[config.mk]
export PLATFORM = sky130hd
export DESIGN_NAME = pcg32_bounded_random_core
export DESIGN_NICKNAME = d
export VERILOG_FILES = /design/src/rtl/pcgb_pkg.sv /design/src/rtl/pcgb_lcg.sv /design/src/rtl/pcgb_mod.sv /design/src/rtl/pcg32_bounded_random_core.sv
export SDC_FILE = /design/constraint.sdc
export NUM_CORES = 2
export LEC_CHECK = 0
export ABC_AREA = 1
export BUFFER_PORTS_ARGS = -buffer_cell sky130_fd_sc_hd__buf_2
export CELL_PAD_IN_SITES_DETAIL_PLACEMENT = 1
export CELL_PAD_IN_SITES_GLOBAL_PLACEMENT = 1
export CORE_MARGIN = 2
export CORE_UTILIZATION = 49
export DETAILED_ROUTE_END_ITERATION = 8
export PLACE_DENSITY_LB_ADDON = 0.3
export SLEW_MARGIN = 25
export SYNTH_ARGS = -nofsm -noshare
export SYNTH_HDL_FRONTEND = slang
export SYNTH_SLANG_ARGS = --single-unit
export TNS_END_PERCENT = 20
[constraint.sdc]
create_clock -name clk -period 11.2 [get_ports clk]
set_clock_uncertainty 0.2 [all_clocks]
set_input_delay 2.24 -clock clk [delete_from_list [all_inputs] [get_ports clk]]
set_output_delay 2.24 -clock clk [all_outputs]
set_load 0.02 [all_outputs]
[src/rtl/pcgb_pkg.sv]
// ----------------------------------------------------------------------------
// pcgb_pkg
// Shared types, constants and codes of the PCG32 bounded random core.
// ----------------------------------------------------------------------------
package pcgb_pkg;

	localparam int WORD_W  = 32;
	localparam int STATE_W = 64;

	localparam logic [STATE_W-1:0] PCG_DEFAULT_STATE  = 64'h853c49e6748fea9b;
	localparam logic [STATE_W-1:0] PCG_DEFAULT_STREAM = 64'hda3e39cb94b95bdb;
	localparam logic [STATE_W-1:0] PCG_MULTIPLIER     = 64'h5851f42d4c957f2d;

	// XSH-RR shift amounts
	localparam int XSH_SHIFT = 18;
	localparam int XSH_LOW   = 27;
	localparam int ROT_LOW   = 59;

	// input item commands
	localparam logic [1:0] CMD_RAW     = 2'd0;
	localparam logic [1:0] CMD_BOUNDED = 2'd1;
	localparam logic [1:0] CMD_REINIT  = 2'd2;

	// register indexes (paddr bit 3)
	localparam logic REG_USE_SEED   = 1'b0;
	localparam logic REG_SEED_VALUE = 1'b1;

	typedef enum logic [2:0] {
		LCG_NONE,
		LCG_STEP,
		LCG_LOAD_DEFAULT,
		LCG_LOAD_SEED,
		LCG_ADD_DEFAULT
	} lcg_op_t;

	typedef struct packed {
		lcg_op_t op;
	} lcg_ctrl_t;

	typedef struct packed {
		logic busy;
		logic done;
	} unit_stat_t;

	typedef enum logic [3:0] {
		ST_IDLE,
		ST_RAW_WAIT,
		ST_THRESH_START,
		ST_THRESH_WAIT,
		ST_DRAW,
		ST_DRAW_WAIT,
		ST_MOD_WAIT,
		ST_SEED_STEP1,
		ST_SEED_WAIT1,
		ST_SEED_STEP2,
		ST_SEED_WAIT2,
		ST_FINISH
	} seq_state_t;

endpackage

[src/rtl/pcgb_lcg.sv]
// ----------------------------------------------------------------------------
// pcgb_lcg
// LCG state, stream increment and XSH-RR output. One step advances the
// state through a single shared 32x32 multiplier.
// ----------------------------------------------------------------------------
module pcgb_lcg import pcgb_pkg::*; (
	input  logic                clk,
	input  logic                arst_n,
	input  lcg_ctrl_t           ctrl,
	input  logic [STATE_W-1:0]  seed,
	output logic [WORD_W-1:0]   raw,
	output unit_stat_t          stat
);

	localparam int HALF = STATE_W / 2;

	logic [STATE_W-1:0] state_q;
	logic [STATE_W-1:0] inc_q;
	logic               busy_q;
	logic               done_q;
	logic [1:0]         phase_q;
	logic [STATE_W-1:0] p_q;
	logic [STATE_W-1:0] acc_q;
	logic [HALF-1:0]    mul_a;
	logic [HALF-1:0]    mul_b;
	logic [STATE_W-1:0] mixed_w;
	logic [WORD_W-1:0]  mixed;
	logic [4:0]         rot;
	logic [2*WORD_W-1:0] rot_w;

	// XSH-RR permutation of the current state
	always_comb begin
		mixed_w = state_q ^ (state_q >> XSH_SHIFT);
		mixed   = mixed_w[XSH_LOW +: WORD_W];
		rot     = state_q[ROT_LOW +: 5];
		rot_w   = {mixed, mixed} >> rot;
		raw     = rot_w[WORD_W-1:0];
	end

	// pick partial product operands by phase
	always_comb begin
		case (phase_q)
			2'd0: begin
				mul_a = state_q[HALF-1:0];
				mul_b = PCG_MULTIPLIER[STATE_W-1:HALF];
			end
			2'd1: begin
				mul_a = state_q[STATE_W-1:HALF];
				mul_b = PCG_MULTIPLIER[HALF-1:0];
			end
			default: begin
				mul_a = state_q[HALF-1:0];
				mul_b = PCG_MULTIPLIER[HALF-1:0];
			end
		endcase
	end

	// multiplier and accumulator datapath
	always_ff @(posedge clk) begin
		if (busy_q) begin
			p_q <= mul_a * mul_b;
			case (phase_q)
				2'd1: acc_q <= {p_q[HALF-1:0], {HALF{1'b0}}} + inc_q;
				2'd2: acc_q <= acc_q + {p_q[HALF-1:0], {HALF{1'b0}}};
				default: acc_q <= acc_q;
			endcase
		end
	end

	// state, increment and step sequencing
	always_ff @(posedge clk or negedge arst_n) begin
		if (!arst_n) begin
			state_q <= PCG_DEFAULT_STATE;
			inc_q   <= PCG_DEFAULT_STREAM;
			busy_q  <= 1'b0;
			done_q  <= 1'b0;
			phase_q <= 2'd0;
		end else begin
			done_q <= 1'b0;
			if (busy_q) begin
				phase_q <= phase_q + 2'd1;
				if (phase_q == 2'd3) begin
					state_q <= acc_q + p_q;
					busy_q  <= 1'b0;
					done_q  <= 1'b1;
				end
			end else begin
				case (ctrl.op)
					LCG_STEP: begin
						busy_q  <= 1'b1;
						phase_q <= 2'd0;
					end
					LCG_LOAD_DEFAULT: begin
						state_q <= PCG_DEFAULT_STATE;
						inc_q   <= PCG_DEFAULT_STREAM;
					end
					LCG_LOAD_SEED: begin
						state_q <= '0;
						inc_q   <= {seed[STATE_W-2:0], 1'b1};
					end
					LCG_ADD_DEFAULT: state_q <= state_q + PCG_DEFAULT_STATE;
					default: ;
				endcase
			end
		end
	end

	assign stat.busy = busy_q;
	assign stat.done = done_q;

endmodule

[src/rtl/pcgb_mod.sv]
// ----------------------------------------------------------------------------
// pcgb_mod
// Iterative restoring remainder: one quotient bit a cycle.
// Divisor must be non-zero.
// ----------------------------------------------------------------------------
module pcgb_mod import pcgb_pkg::*; (
	input  logic              clk,
	input  logic              arst_n,
	input  logic              start,
	input  logic [WORD_W-1:0] dividend,
	input  logic [WORD_W-1:0] divisor,
	output logic [WORD_W-1:0] remainder,
	output unit_stat_t        stat
);

	localparam int CNT_W = $clog2(WORD_W);
	localparam logic [CNT_W-1:0] CNT_LAST = CNT_W'(WORD_W - 1);

	logic [WORD_W-1:0] rem_q;
	logic [WORD_W-1:0] num_q;
	logic [WORD_W-1:0] den_q;
	logic [CNT_W-1:0]  cnt_q;
	logic              busy_q;
	logic              done_q;
	logic [WORD_W:0]   shifted;
	logic [WORD_W+1:0] trial;

	// trial subtract of the shifted partial remainder
	always_comb begin
		shifted = {rem_q, num_q[WORD_W-1]};
		trial   = {1'b0, shifted} - {2'b00, den_q};
	end

	// datapath
	always_ff @(posedge clk) begin
		if (start && !busy_q) begin
			rem_q <= '0;
			num_q <= dividend;
			den_q <= divisor;
		end else if (busy_q) begin
			num_q <= {num_q[WORD_W-2:0], 1'b0};
			if (!trial[WORD_W+1]) begin
				rem_q <= trial[WORD_W-1:0];
			end else begin
				rem_q <= shifted[WORD_W-1:0];
			end
		end
	end

	// bit counter
	always_ff @(posedge clk or negedge arst_n) begin
		if (!arst_n) begin
			busy_q <= 1'b0;
			done_q <= 1'b0;
			cnt_q  <= '0;
		end else begin
			done_q <= 1'b0;
			if (busy_q) begin
				cnt_q <= cnt_q + 1'b1;
				if (cnt_q == CNT_LAST) begin
					busy_q <= 1'b0;
					done_q <= 1'b1;
				end
			end else if (start) begin
				busy_q <= 1'b1;
				cnt_q  <= '0;
			end
		end
	end

	assign remainder = rem_q;
	assign stat.busy = busy_q;
	assign stat.done = done_q;

endmodule

[src/rtl/pcg32_bounded_random_core.sv]
// ----------------------------------------------------------------------------
// pcg32_bounded_random_core
// PCG32 (XSH-RR) generator with raw draws, bounded draws by rejection and
// remainder, and reinitialisation from the configuration registers.
// ----------------------------------------------------------------------------
//  channel   handshake             payload
//  in        in_valid / in_ready   command, low_bound, high_bound
//  out       out_valid / out_ready value
//  config    APB psel/penable      paddr[3:0], pwdata/prdata (64 bits)
//
//  Raw draw: one LCG step on the shared multiplier. Bounded draw: two
//  remainder runs on the shared divider, for the threshold and for the
//  accepted draw, plus a further LCG step for every rejected draw.
//  Reinitialise: a default load, or the seed sequence of seed load, step,
//  add of the default state and a second step.
//  Reset loads the default state and stream and clears both registers.
//  in_ready is high only while the sequencer idles; a result waiting on
//  out_ready holds the next result back but not the next item.
// ----------------------------------------------------------------------------
module pcg32_bounded_random_core import pcgb_pkg::*; (
	input  logic               clk,
	input  logic               arst_n,
	// input items
	input  logic               in_valid,
	output logic               in_ready,
	input  logic [1:0]         command,
	input  logic [WORD_W-1:0]  low_bound,
	input  logic [WORD_W-1:0]  high_bound,
	// result items
	output logic               out_valid,
	input  logic               out_ready,
	output logic [WORD_W-1:0]  value,
	// configuration
	input  logic               psel,
	input  logic               penable,
	input  logic               pwrite,
	input  logic [3:0]         paddr,
	input  logic [STATE_W-1:0] pwdata,
	output logic [STATE_W-1:0] prdata,
	output logic               pready
);

	seq_state_t         state_q, state_d;
	logic               use_seed_q;
	logic [STATE_W-1:0] seed_q;
	logic [WORD_W-1:0]  low_q;
	logic [WORD_W-1:0]  range_q;
	logic [WORD_W-1:0]  thresh_q;
	logic [WORD_W-1:0]  raw_q;
	logic [WORD_W-1:0]  res_q;
	logic [WORD_W-1:0]  res_d;
	logic               out_valid_q;
	logic [WORD_W-1:0]  value_q;
	logic [WORD_W-1:0]  in_range;
	logic               accept;
	logic               cfg_wr;
	logic               out_free;
	logic               cap_raw;
	logic               cap_thresh;
	logic               cap_res;
	logic               mod_start;
	logic               mod_sel_draw;
	logic [WORD_W-1:0]  mod_dividend;
	logic [WORD_W-1:0]  mod_divisor;
	logic [WORD_W-1:0]  mod_rem;
	logic [WORD_W-1:0]  lcg_raw;
	lcg_ctrl_t          lcg_ctrl;
	unit_stat_t         lcg_stat;
	unit_stat_t         mod_stat;

	// configuration registers
	assign pready = 1'b1;
	assign cfg_wr = psel && penable && pwrite && pready;

	always_ff @(posedge clk or negedge arst_n) begin
		if (!arst_n) begin
			use_seed_q <= 1'b0;
			seed_q     <= '0;
		end else if (cfg_wr) begin
			case (paddr[3])
				REG_USE_SEED:   use_seed_q <= pwdata[0];
				REG_SEED_VALUE: seed_q     <= pwdata;
				default: ;
			endcase
		end
	end

	always_comb begin
		case (paddr[3])
			REG_USE_SEED:   prdata = {{(STATE_W-1){1'b0}}, use_seed_q};
			REG_SEED_VALUE: prdata = seed_q;
			default:        prdata = '0;
		endcase
	end

	// handshake helpers
	assign in_ready  = (state_q == ST_IDLE);
	assign accept    = in_valid && in_ready;
	assign in_range  = high_bound - low_bound + 1'b1;
	assign out_free  = !out_valid_q || out_ready;
	assign out_valid = out_valid_q;
	assign value     = value_q;

	// shared units
	assign mod_dividend = mod_sel_draw ? raw_q : (WORD_W'(0) - range_q);
	assign mod_divisor  = range_q;

	pcgb_lcg u_lcg (
		.clk    (clk),
		.arst_n (arst_n),
		.ctrl   (lcg_ctrl),
		.seed   (seed_q),
		.raw    (lcg_raw),
		.stat   (lcg_stat)
	);

	pcgb_mod u_mod (
		.clk       (clk),
		.arst_n    (arst_n),
		.start     (mod_start),
		.dividend  (mod_dividend),
		.divisor   (mod_divisor),
		.remainder (mod_rem),
		.stat      (mod_stat)
	);

	// sequencer: next state and unit controls
	always_comb begin
		state_d      = state_q;
		lcg_ctrl.op  = LCG_NONE;
		mod_start    = 1'b0;
		mod_sel_draw = 1'b0;
		cap_raw      = 1'b0;
		cap_thresh   = 1'b0;
		cap_res      = 1'b0;
		res_d        = '0;
		case (state_q)
			ST_IDLE: begin
				if (accept) begin
					case (command)
						CMD_RAW: begin
							lcg_ctrl.op = LCG_STEP;
							cap_raw     = 1'b1;
							state_d     = ST_RAW_WAIT;
						end
						CMD_BOUNDED: begin
							if (in_range == '0) begin
								lcg_ctrl.op = LCG_STEP;
								cap_raw     = 1'b1;
								state_d     = ST_RAW_WAIT;
							end else begin
								state_d = ST_THRESH_START;
							end
						end
						CMD_REINIT: begin
							cap_res = 1'b1;
							if (use_seed_q) begin
								lcg_ctrl.op = LCG_LOAD_SEED;
								state_d     = ST_SEED_STEP1;
							end else begin
								lcg_ctrl.op = LCG_LOAD_DEFAULT;
								state_d     = ST_FINISH;
							end
						end
						default: begin
							cap_res = 1'b1;
							state_d = ST_FINISH;
						end
					endcase
				end
			end
			ST_RAW_WAIT: begin
				if (lcg_stat.done) begin
					cap_res = 1'b1;
					res_d   = raw_q;
					state_d = ST_FINISH;
				end
			end
			ST_THRESH_START: begin
				mod_start = 1'b1;
				state_d   = ST_THRESH_WAIT;
			end
			ST_THRESH_WAIT: begin
				if (mod_stat.done) begin
					cap_thresh = 1'b1;
					state_d    = ST_DRAW;
				end
			end
			ST_DRAW: begin
				lcg_ctrl.op = LCG_STEP;
				cap_raw     = 1'b1;
				state_d     = ST_DRAW_WAIT;
			end
			ST_DRAW_WAIT: begin
				if (lcg_stat.done) begin
					if (raw_q >= thresh_q) begin
						mod_start    = 1'b1;
						mod_sel_draw = 1'b1;
						state_d      = ST_MOD_WAIT;
					end else begin
						state_d = ST_DRAW;
					end
				end
			end
			ST_MOD_WAIT: begin
				if (mod_stat.done) begin
					cap_res = 1'b1;
					res_d   = mod_rem + low_q;
					state_d = ST_FINISH;
				end
			end
			ST_SEED_STEP1: begin
				lcg_ctrl.op = LCG_STEP;
				state_d     = ST_SEED_WAIT1;
			end
			ST_SEED_WAIT1: begin
				if (lcg_stat.done) begin
					lcg_ctrl.op = LCG_ADD_DEFAULT;
					state_d     = ST_SEED_STEP2;
				end
			end
			ST_SEED_STEP2: begin
				lcg_ctrl.op = LCG_STEP;
				state_d     = ST_SEED_WAIT2;
			end
			ST_SEED_WAIT2: begin
				if (lcg_stat.done) begin
					state_d = ST_FINISH;
				end
			end
			ST_FINISH: begin
				if (out_free) begin
					state_d = ST_IDLE;
				end
			end
			default: state_d = ST_IDLE;
		endcase
	end

	// state register and output register
	always_ff @(posedge clk or negedge arst_n) begin
		if (!arst_n) begin
			state_q     <= ST_IDLE;
			out_valid_q <= 1'b0;
		end else begin
			state_q <= state_d;
			if (state_q == ST_FINISH && out_free) begin
				out_valid_q <= 1'b1;
			end else if (out_ready) begin
				out_valid_q <= 1'b0;
			end
		end
	end

	// hold operands and intermediate results
	always_ff @(posedge clk) begin
		if (accept) begin
			low_q   <= low_bound;
			range_q <= in_range;
		end
		if (cap_raw) begin
			raw_q <= lcg_raw;
		end
		if (cap_thresh) begin
			thresh_q <= mod_rem;
		end
		if (cap_res) begin
			res_q <= res_d;
		end
		if (state_q == ST_FINISH && out_free) begin
			value_q <= res_q;
		end
	end

	// checks
	a_lcg_op_idle: assert property (@(posedge clk) disable iff (!arst_n)
		lcg_stat.busy |-> lcg_ctrl.op == LCG_NONE)
		else $error("LCG command issued during a step");

	a_mod_start_idle: assert property (@(posedge clk) disable iff (!arst_n)
		mod_stat.busy |-> !mod_start)
		else $error("remainder unit restarted while busy");

	a_mod_done_state: assert property (@(posedge clk) disable iff (!arst_n)
		mod_stat.done |-> (state_q == ST_THRESH_WAIT || state_q == ST_MOD_WAIT))
		else $error("remainder finished outside a waiting state");

	a_lcg_done_state: assert property (@(posedge clk) disable iff (!arst_n)
		lcg_stat.done |-> (state_q == ST_RAW_WAIT || state_q == ST_DRAW_WAIT ||
			state_q == ST_SEED_WAIT1 || state_q == ST_SEED_WAIT2))
		else $error("LCG step finished outside a waiting state");

endmodule

Word level (Yosys, flattened, before mapping)
Cells that the tools add are included.
{ "op_classes": {"add_sub_neg": 11, "mul": 1, "magnitude_cmp": 1, "eq_ne": 29, "shift": 1, "n_mux": 63, "bitwise": 3, "n_reduce_logical": 28} }
{ "op_table": {"columns": ["cell", "count"], "rows": [
  ["64-bit one-hot mux with 2 select lines", 3],
  ["32-bit two-way mux", 7],
  ["64-bit adder", 3],
  ["64-bit one-hot mux with 3 select lines", 1],
  ["64-bit two-way mux", 2],
  ["64-bit adder, second input constant", 1],
  ["32-bit one-hot mux with 2 select lines", 1],
  ["64-bit by 5-bit right shift with 32-bit output", 1],
  ["32-bit by 31-bit multiplier with 63-bit output", 1],
  ["59-bit by 46-bit XOR with 59-bit output", 1],
  ["4-bit one-hot mux with 11 select lines", 1],
  ["33-bit by 32-bit subtractor with 34-bit output", 1],
  ["32-bit by 1-bit adder with 32-bit output, second input constant", 1],
  ["32-bit adder", 1],
  ["32-bit greater-or-equal comparator", 1],
  ["32-bit logical NOT", 1],
  ["4-bit two-way mux", 8],
  ["1-bit by 32-bit subtractor with 32-bit output, first input constant", 1],
  ["32-bit subtractor", 1],
  ["29-bit two-way mux", 1],
  ["1-bit two-way mux", 24],
  ["4-bit by 3-bit equality test with 1-bit output, second input constant", 4],
  ["4-bit equality test, second input constant", 4],
  ["2-bit by 1-bit != test with 1-bit output, second input constant", 6],
  ["other kinds (31)", 61]
]} }
{ "totals": {"reg_bits": 625, "wordCells": 160} }

Longest topological paths before layout
{ "logic_depth": {"depth_word": 10, "ltp_mapped": 39, "mapped_depth_nobuf": 37} }

Modules after synthesis
Synthesis repeated with hierarchy kept, for this count alone.
{ "hier_totals": {"hier_cells": 9243, "area_unflattened_um2": 69258.9} }
{ "by_module_without_submodules": {"columns": ["mod", "instances", "cells_per_inst", "area_per_inst_um2", "seq_area_each_um2"], "rows": [
  ["pcgb_lcg", 1, 6419, 46437.0, 7180.6],
  ["pcg32_bounded_random_core", 1, 1856, 16009.1, 7517.2],
  ["pcgb_mod", 1, 968, 6812.8, 2737.6]
]} }

Least setup slack after synthesis
OpenSTA, ideal clock, no wires.
{ "synth_timing": {"path_type": "reg-to-reg", "start": "register u_lcg.phase_q[1]", "end": "register u_lcg.p_q[60] (data pin)", "setup_ps": 262, "arrival_ps": 8558, "setup_slack_ps": 2179, "path_stages_with_launch": 33, "cell_sequence": "dfrtp_1 -> inv_1 -> ha_1 -> clkbuf_1 -> clkbuf_1 -> o21ai_0 -> inv_1 -> nor2_1 -> inv_1 -> fa_1 -> inv_1 -> fa_1 -> inv_1 -> fa_1 -> inv_1 -> fa_1 -> fa_1 -> inv_1 -> fa_1 -> fa_1 -> fa_1 -> inv_1 -> ha_1 -> a21o_1 -> a31oi_1 -> o21ai_0 -> a21oi_1 -> nand3_1 -> a21o_1 -> a21o_1 -> a21boi_0 -> o21bai_1 -> xor2_1"} }
{ "synth_between": {"elab_chain_len": 3} }
{ "synth_rtl": {"columns": ["element", "line", "text"], "rows": [
  ["start, declared", "pcgb_lcg.sv:21", "logic [1:0] phase_q;"],
  ["start signal, assigned", "pcgb_lcg.sv:81", "phase_q <= phase_q + 2'd1;"],
  ["2-bit by 1-bit equality test with 1-bit output / 2-bit logical NOT (equally long branches)", "pcgb_lcg.sv:42", "case (phase_q)"],
  ["32-bit two-way mux / 29-bit two-way mux (equally long branches)", "pcgb_lcg.sv:42", null],
  ["32-bit by 31-bit multiplier with 63-bit output (*)", "pcgb_lcg.sv:61", "p_q <= mul_a * mul_b;"],
  ["end signal, assigned", "pcgb_lcg.sv:61", null],
  ["end, declared", "pcgb_lcg.sv:22", "logic [STATE_W-1:0] p_q;"]
]} }
Mark *: on every way between the ends. The rest lies on a longest branch, timed or not.
A chain may end at the register's enable or synchronous reset.

Final worst setup path
{ "layout_timing": {"start": "register u_lcg.phase_q[1]", "end": "register u_lcg.p_q[58] (data pin)"} }
Same word-level chain as after synthesis.

==> summary.md <==
| Metric | Value |
|---|---|
| Xor and xnor area share after synthesis | 0.0343 |
| Number of global-route vias before repair | 60.0k |
| Post-synth cell types | 69 |
| I/O Buffers | 235 |
| Ports | 240 |
| Die W | 366 µm |
| Largest family of logic cells by synthesized area | adder cells |
| Mux share of post-synthesis cell area | 0.0142 |
| Initial antenna violation count | 4 |
| CP max FO | 16 |
| First-pass GRT wire length | 369 mm |
| Hold Path Stages | 0 |
| H-tree depth | 3 |
| Synth Register Bits | 622 |
| FF-to-FF setup slack | 0.93 ns |
| Period utilisation layout | 0.917 |
| Die area | 134,000 µm² |
| Register area share after synthesis | 0.272 |
| Post-CTS resize count | 0 |
| GRT Util Overall | 0.372 |
| Synth async-reset ratio | 0.334 |
| Layout area overhead | 9.38% |
| Avg WL per Cell | 25.1 µm |
| Crit start category | flop |
| Initial core utilization | 0.494 |
| CP endpoint kind | flop |
| Max-Cap Viols | 0 |
| Min cycle time layout | 10.27 ns |
| Final net count | 9,378 |
| Root Driver | clkbuf_16 |
| Fmax | 97.3 MHz |
| Req. time, crit path | 11.39 ns |
| Num CTS Buffers | 73 |
| Setup Viol. Count Final | 0 |
| Hold Buf Count CTS | 0 |
| R2R depth | 24 |
| Synth Area in Adders | 0.301 |
| Most frequent cells in the layout | inv_1, nand2_1, ha_1 |
| Routability cong. | 1.01 |
| Vias/cell | 5.71 |
| Yosys warning count | 0 |
| Status | finished clean |
| RSZ-0062 raised after global routing | no |
| HP Start | res_q[16] |
| Filler cells | 15.8k |
| First-pass DRT Iterations | 6 |
| Largest net degree at the start of global routing | 107 |
| Core Area | 130,000 µm² |
| Syn Area/Cell | 8.25 µm² |
| Simple-Gate Fraction of Synth Area | 0.157 |
| Drt drc | 0 |
| Post-synth EDFFs | 382 |
| GRT overflow | 0 |
| Hold Violations, Final | 0 |
| Vias | 56.1k |
| Mapped Cells | 7,774 |
| Skew-Pair Late Insertion Delay | 0.70 ns |
| Post-detail-place hpwl | 204 mm |
| WHS Endpoint | value[16] |
| Final ANT Viol Nets | 0 |
| Post-Synthesis Cell Area | 64,100 µm² |
| WS Path Type | flop to flop |
| Worst-path clk slew | 0.06 ns |
| Arrival @ worst endpoint | 10.46 ns |
| Share of cells above drive strength 1 | 0.0808 |
| CTS tree | done |
| Row cnt | 132 |
| Iter 0 DRT Violations | 4,147 |
| Post-CTS Setup Repair Bufs | 0 |
| Ys flop type | edfxtp_1 |
| Sink Count | 622 |
| Max-slew headroom | 0.244 |
| Die height | 366 µm |
| Commonest non-fill, non-tap cell in the layout | inv_1 |
| Reg2Reg Capture Point | u_lcg.p_q[58] |
| Post-Route WL | 247 mm |
| Worst slew pin tran | 1.12 ns |
| CTS max path bufs | 3 |
| Fin Setup TNS | 0 ns |
| Compound-cell area share of the yosys netlist | 0.114 |
| Worst Hold Class | flop to flop |
| Reg-to-Reg Start | u_lcg.phase_q[1] |
| Fin. max-slew vios | 0 |
-- metrics by stage --
step / setup WS, ns / util / area [µm²] / cells / hold slack, ns
floorplan: 2.18 / - / 64100 / 7785 / 0.200
global placement: 1.41 / 0.521 / 67500 / 9684 / 0.203
detailed placement: 1.22 / 0.521 / 67500 / 9684 / 0.207
CTS: 1.15 / 0.541 / 70100 / 9819 / 0.216
global route: 0.572 / 0.541 / 70100 / 9820 / 0.226
finish: 0.926 / 0.541 / 70100 / 9822 / 0.219
-- area by class of cell --
| cell class | instances | area (µm²) | area share |
|---|---|---|---|
| Tap cell | 1742 | 2180 | 0.0311 |
| Inverter | 1656 | 6220 | 0.0887 |
| Sequential cell | 622 | 17400 | 0.248 |
| Clock inverter | 40 | 515 | 0.00735 |
| Clock buffer | 95 | 2030 | 0.0290 |
| Antenna cell | 2 | 5.00 | 0.0000714 |
| Timing Repair Buffer | 322 | 1860 | 0.0265 |
| Multi-Input combinational cell | 5343 | 39900 | 0.569 |
-- registers in the layout, indices dropped and copies added, names as in the netlist, 5 cells and up --
name             flops
value               32
seed_q              64
res_q               32
u_mod.den_q         32
u_lcg.inc_q         63
thresh_q            32
u_lcg.state_q       64
u_lcg.acc_q         63
mod_divisor         32
low_q               32
u_mod.cnt_q          5
u_lcg.p_q           63
raw_q               32
u_mod.remainder     32
u_mod.num_q         32
-- logic make-up after synthesis --
logic type / Yosys count
DFF: 622
adders and majority gates: 1219
buffers and inverters: 1820
other: 2
muxes: 84
and+or+nand+nor: 2465
xor gates and xnor gates: 251
AOI/OAI and AO/OA: 1311
-- worst max-delay path, stage by stage, from the launching register on --
cell	delay, ns
dfrtp_1	0.38
inv_1	0.11
ha_1	0.44
o21ai_2	0.97
inv_1	0.52
nor2_1	0.53
inv_1	0.18
fa_1	0.58
fa_1	0.46
fa_1	0.49
fa_1	0.55
inv_1	0.06
fa_1	0.58
fa_1	0.47
fa_1	0.57
fa_1	0.47
ha_1	0.39
a21o_1	0.23
a31oi_1	0.27
o21ai_0	0.17
a21oi_1	0.22
o211ai_1	0.30
a211oi_1	0.45
o21ai_0	0.21
xor2_1	0.18
-- synth_stat cells (all sizes together), types with 10 or more instances --
master	count	share of area
mux2	54	0.0095
nand4	47	0.0046
fa	541	0.17
a21o	43	0.0050
xnor2	79	0.011
o221ai	17	0.0023
xor2	172	0.024
or2	10	0.00098
nand2	1452	0.086
o21a	27	0.0032
nor4	16	0.0016
nor2	610	0.036
dfstp	71	0.029
mux2i	30	0.0047
inv	1650	0.097
o22ai	61	0.0060
ha	678	0.13
a31oi	77	0.0075
dfrtp	137	0.053
o21ai	557	0.044
nand3	239	0.019
o21bai	23	0.0027
edfxtp	382	0.18
o211ai	21	0.0025
a211oi	10	0.0012
buf	45	0.0034
clkbuf	119	0.0070
dfxtp	32	0.010
a21boi	20	0.0024
nor3	68	0.0057
a21oi	422	0.033
-- worst max path at each step --
stage,start,to,cells past startpoint
floorplan,u_lcg.phase_q[1],u_lcg.p_q[60],32
global placement,u_lcg.phase_q[1],u_lcg.p_q[58],24
detailed placement,u_lcg.phase_q[1],u_lcg.p_q[58],24
CTS,u_lcg.phase_q[1],u_lcg.p_q[58],24
global route,u_lcg.phase_q[1],u_lcg.p_q[58],24
finish,u_lcg.phase_q[1],u_lcg.p_q[58],24
-- metal layers --
layer  track usage  part of all wire  up-vias
met1         0.444              0.39    28200
li1              -                 -    25400
met5             0                 0        -
met4         0.246             0.078        0
met3        0.0597             0.059      672
met2         0.622              0.47     1888
Power is not shown: default switching activity piles up to over one toggle a cycle in this logic, so the estimate is an artifact.
